`src/rtl/fbba_pkg.sv`:
```
// Shared types and constants of the free-block bitmap allocator.
// No dependencies; used by the interfaces, the divider, the top level and the checker.
package fbba_pkg;

	localparam int BLK_W      = 17;
	localparam int NUM_W      = 16;
	localparam int ACT_W      = 2;
	localparam int STAT_W     = 2;
	localparam int CFG_IDX_W  = 2;
	localparam int CFG_DATA_W = 17;

	localparam logic [BLK_W-1:0] USED_MAX = 17'h1FFFF;

	localparam logic [BLK_W-1:0] TOTAL_RST    = 17'd65536;
	localparam logic [NUM_W-1:0] RESERVED_RST = 16'd2;
	localparam logic [NUM_W-1:0] ROOT_RST     = 16'd32768;

	typedef enum logic [ACT_W-1:0] {
		ACT_ALLOC = 2'd0,
		ACT_MARK  = 2'd1,
		ACT_FREE  = 2'd2
	} action_t;

	localparam logic [STAT_W-1:0] ST_OK    = 2'd0;
	localparam logic [STAT_W-1:0] ST_NONE  = 2'd1;
	localparam logic [STAT_W-1:0] ST_RANGE = 2'd2;

	localparam logic [CFG_IDX_W-1:0] CFG_TOTAL    = 2'd0;
	localparam logic [CFG_IDX_W-1:0] CFG_RESERVED = 2'd1;
	localparam logic [CFG_IDX_W-1:0] CFG_ROOT     = 2'd2;

endpackage

```
`src/rtl/fbba_div.sv`:
```
// Two-stage splitter of a map bit index into word, bit and word base.
// Divides by the constant word size with a scaled reciprocal; depends on fbba_pkg.
module fbba_div #(
	parameter int WORD_BITS = 32
) (
	input  logic                         clk,
	input  logic                         arst_n,
	input  logic                         start,
	input  logic [fbba_pkg::BLK_W-1:0]   num,
	output logic                         done,
	output logic [fbba_pkg::BLK_W-1:0]   quo,
	output logic [fbba_pkg::BLK_W-1:0]   base,
	output logic [$clog2(WORD_BITS)-1:0] rem
);
	localparam int BIT_W   = $clog2(WORD_BITS);
	localparam int SHIFT   = 24;
	localparam int PROD_W  = fbba_pkg::BLK_W + SHIFT;
	localparam longint RECIP = ((longint'(1) << SHIFT) + WORD_BITS - 1) / WORD_BITS;

	logic [PROD_W-1:0]            prod;
	logic [fbba_pkg::BLK_W-1:0]   base_c;
	logic [fbba_pkg::BLK_W-1:0]   rem_c;

	logic                         vld_s1;
	logic [fbba_pkg::BLK_W-1:0]   quo_s1;
	logic [fbba_pkg::BLK_W-1:0]   num_s1;
	logic                         vld_s2;
	logic [fbba_pkg::BLK_W-1:0]   quo_s2;
	logic [fbba_pkg::BLK_W-1:0]   base_s2;
	logic [BIT_W-1:0]             rem_s2;

	// reciprocal error stays below one step for every 17-bit index
	assign prod   = PROD_W'(num) * PROD_W'(RECIP);
	assign base_c = fbba_pkg::BLK_W'(32'(quo_s1) * WORD_BITS);
	assign rem_c  = num_s1 - base_c;

	always_ff @(posedge clk or negedge arst_n) begin
		if (!arst_n) begin
			vld_s1  <= 1'b0;
			vld_s2  <= 1'b0;
			quo_s1  <= '0;
			num_s1  <= '0;
			quo_s2  <= '0;
			base_s2 <= '0;
			rem_s2  <= '0;
		end else begin
			vld_s1  <= start;
			vld_s2  <= vld_s1;
			quo_s1  <= prod[SHIFT +: fbba_pkg::BLK_W];
			num_s1  <= num;
			quo_s2  <= quo_s1;
			base_s2 <= base_c;
			rem_s2  <= rem_c[BIT_W-1:0];
		end
	end

	assign done = vld_s2;
	assign quo  = quo_s2;
	assign base = base_s2;
	assign rem  = rem_s2;

endmodule

```
`config.mk`:
```
export PLATFORM = sky130hd
export DESIGN_NAME = fbba_div
export DESIGN_NICKNAME = d
export VERILOG_FILES = /design/src/rtl/fbba_pkg.sv /design/src/rtl/fbba_div.sv
export SDC_FILE = /design/constraint.sdc
export NUM_CORES = 1
export LEC_CHECK = 0
export BUFFER_PORTS_ARGS = -buffer_cell sky130_fd_sc_hd__buf_2
export CORE_AREA = 2 2 48 59
export DETAILED_ROUTE_END_ITERATION = 7
export DIE_AREA = 0 0 50 61
export GPL_TIMING_DRIVEN = 1
export PLACE_DENSITY = 0.83
export SLEW_MARGIN = 0
export SYNTH_ARGS = -nofsm -noshare
export SYNTH_HDL_FRONTEND = slang
export SYNTH_SLANG_ARGS = --single-unit
export TNS_END_PERCENT = 30
```
`constraint.sdc`:
```
create_clock -name clk -period 1.7 [get_ports clk]
set_clock_uncertainty 0.05 [all_clocks]
set_input_delay 0.34 -clock clk [delete_from_list [all_inputs] [get_ports clk]]
set_output_delay 0.34 -clock clk [all_outputs]
set_load 0.01 [all_outputs]
```
## After elaboration in Yosys (flattened, before gate mapping)

Cells that the tools add are included.

| storage, ports and cells | value |
|---|---|
| register bits | 36 |
| output and inout port bits | 40 |
| input bits | 20 |

| cells by class | value |
|---|---|
| $add $sub $neg | 1 |

Operators by type and width:

| kind | number |
|---|---|
| subtractor 5 x 1 -> 5 bit (second input constant) | 1 |

## Depth between registers and ports, before layout

| depth | value |
|---|---|
| word-level depth | 1 |
| gate-level depth with buffers | 1 |
| gate-level depth less buffers | 0 |

## Worst setup path after synthesis

No wires, ideal clock.

| timing path | value |
|---|---|
| kind | flip-flop to output port |
| start point | reg quo_s2, in the netlist quo[0] |
| end point | out quo[0] (netlist bit) |
| path slack | 0.771 ns |
| buffers on the path | 1 |
| arrival | 0.539 ns |
| stages on the path, launching flop included | 2 |
| cell sequence | dfrtp_1 -> buf_4 |

RTL lines:

| element | line | text |
|---|---|---|
| start, declared | fbba_div.sv:28 | `logic [fbba_pkg::BLK_W-1:0] quo_s2;` |
| start signal, assigned | fbba_div.sv:51 | `quo_s2 <= quo_s1;` |
| end, declared | fbba_div.sv:11 | `output logic [fbba_pkg::BLK_W-1:0] quo,` |

No word-level cell between the ends.

## Final worst setup path

| timing path | value |
|---|---|
| start point | reg quo_s2, in the netlist quo[10] |
| end point | out quo[10] (netlist bit) |

No word-level cell between the ends.

==> metrics.txt <==
# TYPE chip_impl_metric gauge
chip_impl_info{name="outcome",value="finished, final reports clean"} 1
chip_impl_metric{name="grt_pass1_wl",unit="um"} 2020
chip_impl_info{name="rsz0062_at_grt",value="false"} 1
chip_impl_metric{name="yosys_reg_bits",unit=""} 36
chip_impl_metric{name="port-buffer-count",unit=""} 49
chip_impl_metric{name="xor_and_xnor_area_share_after_synthesis",unit="%"} 0
chip_impl_info{name="timing.critical_path.max_delay_family",value="flip-flops"} 1
chip_impl_metric{name="gp_congestion",unit=""} 0.632
chip_impl_metric{name="path_max_fanout",unit=""} 2
chip_impl_metric{name="pin_count",unit=""} 60
chip_impl_info{name="cts_tree",value="done"} 1
chip_impl_info{name="worst_path_max_delay_cell",value="sky130_fd_sc_hd__dfrtp_1"} 1
chip_impl_metric{name="worstPathArrival",unit="ns"} 0.87
chip_impl_metric{name="power_frac_clock",unit="%"} 30.3
chip_impl_metric{name="initial_core_util",unit="%"} 43.2
chip_impl_metric{name="share_of_final_layout_standard_cells_stronger_than_drive_strength_1",unit="%"} 53.4
chip_impl_metric{name="vias",unit=""} 510
chip_impl_metric{name="fp.dieArea",unit="um^2"} 3050
chip_impl_metric{name="die_width",unit="um"} 50
chip_impl_metric{name="max_slew_headroom_at_the_worst_pin",unit="%"} 52.8
chip_impl_metric{name="combPwrFrac",unit="%"} 7.0
chip_impl_metric{name="global_route.usage.total",unit="%"} 10.0
chip_impl_info{name="ctsRootBufferMaster",value="sky130_fd_sc_hd__clkbuf_4"} 1
chip_impl_metric{name="placeableCoreArea",unit="um^2"} 2480
chip_impl_metric{name="worstSetupPathDepth",unit=""} 1
chip_impl_metric{name="postRouteWirelength",unit="um"} 1410
chip_impl_metric{name="netSwitchingPower",unit="mW"} 0.312
chip_impl_metric{name="fmax",unit="MHz"} 797
chip_impl_metric{name="cts_post_setup_buffers_inserted",unit=""} 0
chip_impl_metric{name="fin_crit",unit="ns"} 1.26
chip_impl_metric{name="synth_largest_type_area_fraction",unit="%"} 84.2
chip_impl_metric{name="drt_drc_violations_left",unit=""} 0
chip_impl_metric{name="via_per_inst",unit=""} 3.75
chip_impl_metric{name="antenna_violating_nets_post_route",unit=""} 0
chip_impl_metric{name="post_layout_nets",unit=""} 122
chip_impl_info{name="endpoint_kind",value="output pin"} 1
chip_impl_metric{name="syn-cell-area",unit="um^2"} 1070
chip_impl_metric{name="portion_of_netlist_area_occupied_by_mux_cells",unit="%"} 0
chip_impl_metric{name="powerDensity",unit="nW/um^2"} 1130
chip_impl_metric{name="p_leak",unit="nW"} 0.677
chip_impl_metric{name="vdd_drop_max",unit="mV"} 0.764
chip_impl_metric{name="drtIter0Drc",unit=""} 14
chip_impl_info{name="critPathKind",value="flip-flop to output pin"} 1
chip_impl_metric{name="crit_required",unit="ns"} 1.31
chip_impl_metric{name="number_of_buffers_created_by_cts",unit=""} 5
chip_impl_metric{name="p_sw_share",unit="%"} 21.4
chip_impl_metric{name="syn2layout_area_growth",unit="%"} 20.0
chip_impl_metric{name="antenna_found_initial",unit=""} 0
chip_impl_metric{name="cap_violations",unit=""} 0
chip_impl_metric{name="grt_pass1_vias",unit=""} 460
chip_impl_metric{name="compound_gate_fraction_of_synth_area",unit="%"} 0
chip_impl_metric{name="htree_levels",unit=""} 2
chip_impl_metric{name="p_int",unit="mW"} 1.14
chip_impl_info{name="synth_top_cell_by_area",value="sky130_fd_sc_hd__dfrtp_1"} 1
chip_impl_metric{name="hpwl",unit="um"} 1090
chip_impl_info{name="post_synth_main_area_contributors",value="sky130_fd_sc_hd__dfrtp_1, sky130_fd_sc_hd__buf_4, sky130_fd_sc_hd__conb_1"} 1
chip_impl_metric{name="cts_sinks",unit=""} 36
chip_impl_metric{name="cts_hold_repair.buffers",unit=""} 0
chip_impl_metric{name="clk_latency",unit="ns"} 0.33
chip_impl_metric{name="synthAdderAreaFrac",unit="%"} 0
chip_impl_metric{name="ff2ff_path_depth",unit=""} 0
chip_impl_metric{name="gate_count_of_the_mapped_netlist",unit=""} 59
chip_impl_info{name="crit_path_start_kind",value="flip-flop"} 1
chip_impl_metric{name="cts_buffer_depth",unit=""} 2
chip_impl_metric{name="avgSynthCellArea",unit="um^2"} 18.1
chip_impl_metric{name="drv_slew",unit=""} 0
chip_impl_metric{name="die_h",unit="um"} 61
chip_impl_metric{name="post_synth_num_cell_types",unit=""} 3
chip_impl_metric{name="drt-pass1-iter-count",unit=""} 2
chip_impl_metric{name="largest_net_degree_at_the_start_of_global_routing",unit=""} 37
chip_impl_metric{name="worst_hold_margin",unit="ns"} 0.00341
chip_impl_info{name="synth_top_family_by_area",value="buffers and inverters"} 1
chip_impl_metric{name="tightest_slew",unit="ns"} 0.708
chip_impl_metric{name="postCtsResizedCells",unit=""} 0
chip_impl_metric{name="antenna_cells_inserted",unit=""} 0
chip_impl_metric{name="synth.yosys.seq_area_share",unit="%"} 84.2
chip_impl_metric{name="final.setup.tns",unit="ns"} 0
chip_impl_metric{name="worst_setup_hold_path_clk_slew",unit="ns"} 0.10
chip_impl_metric{name="worst_path_largest_cell_delay",unit="ns"} 0.39
chip_impl_metric{name="post_synth_and_or_nand_nor_area_fraction",unit="%"} 0
chip_impl_metric{name="share_of_the_clock_period_used_by_the_worst_path_after_layout",unit="%"} 73.8
chip_impl_metric{name="post_drt_wl_per_cell",unit="um"} 10.4
chip_impl_metric{name="power.share.sequential",unit="%"} 62.8
chip_impl_info{name="worstPathCellList",value="buf_2"} 1
chip_impl_metric{name="site_rows",unit=""} 20
chip_impl_metric{name="timing.final.hold_violations",unit=""} 0
chip_impl_metric{name="ys.warnings.count",unit=""} 0
chip_impl_metric{name="cp_num_buf_inv",unit=""} 1
chip_impl_metric{name="finalSetupViolCount",unit=""} 0
chip_impl_info{name="hold_path.class",value="primary input to asynchronous set/reset pin"} 1
chip_impl_metric{name="grt-ovfl-total",unit=""} 0
==> cell type report <==
cell class / instances / area, um^2
clock buffers: 8 / 58.8
fillers: 204 / 1190
multi-input cells: 10 / 37.5
flip-flops and latches: 36 / 901
well taps: 33 / 41.3
repair buffers: 49 / 245
==> stage by stage <==
stage | setup WS [ns] | std cells | cell area [um^2] | util, % | power, mW
4_1_cts | 0.416 | 136 | 1280 | 51.8 | 1.48
3_3_place_gp | 0.776 | 128 | 1220 | 49.4 | 1.03
6_report | 0.445 | 136 | 1280 | 51.8 | 1.45
2_1_floorplan | 0.771 | 68 | 1100 | - | 0.995
3_5_place_dp | 0.736 | 128 | 1220 | 49.4 | 1.03
5_1_grt | 0.396 | 136 | 1280 | 51.8 | 1.53
==> sequential cells by signal, summed over array words and instances, names as in the netlist <==
name	cells
quo	12
quo_s1	12
rem	5
num_s1	5
vld_s1	1
done	1
==> power by group through the flow <==
stage | Clock, mW | Combinational, mW | Sequential [mW]
after floorplan | 0 | 0.0551 | 0.940
after CTS | 0.466 | 0.103 | 0.913
after global placement | 0 | 0.101 | 0.927
after detailed placement | 0 | 0.103 | 0.930
after global routing | 0.496 | 0.112 | 0.918
final | 0.440 | 0.101 | 0.912
==> cells by family after synthesis <==
kind of cell,count (synthesis)
buffers and inverters,22
other,1
DFF,36
==> worst paths after layout <==
kind | end | from | slack (ns)
setup / recovery | quo[10] | quo[10]$_DFF_PN0_ | 0.44
hold / removal | quo_s1[1]$_DFF_PN0_ | arst_n | 0.003
setup reg to reg | quo[4]$_DFF_PN0_ | quo_s1[4]$_DFF_PN0_ | 1.17
hold reg to reg | quo[10]$_DFF_PN0_ | quo_s1[10]$_DFF_PN0_ | 0.30
max in group asynchronous | num_s1[0]$_DFF_PN0_ | arst_n | 1.14
min in group clk | quo_s1[1]$_DFF_PN0_ | num[6] | 0.07
==> cells in the mapped netlist <==
cell type / number
sky130_fd_sc_hd__conb_1: 1
sky130_fd_sc_hd__buf_4: 22
sky130_fd_sc_hd__dfrtp_1: 36
==> layer usage <==
metal  GRT usage, %  part of all wire, %
met2           14.8                   52
met1           10.9                   35
met3           5.67                   12
met4           7.14                  1.3
met5              0                    0
==> placed cells by master, fill, tap and decap left out <==
cell and count:
sky130_fd_sc_hd__buf_2 49, sky130_fd_sc_hd__clkbuf_8 1, sky130_fd_sc_hd__conb_1 10, sky130_fd_sc_hd__dfrtp_1 36, sky130_fd_sc_hd__clkbuf_4 5, sky130_fd_sc_hd__clkbuf_1 2
Power figures use the tool's default switching activity.
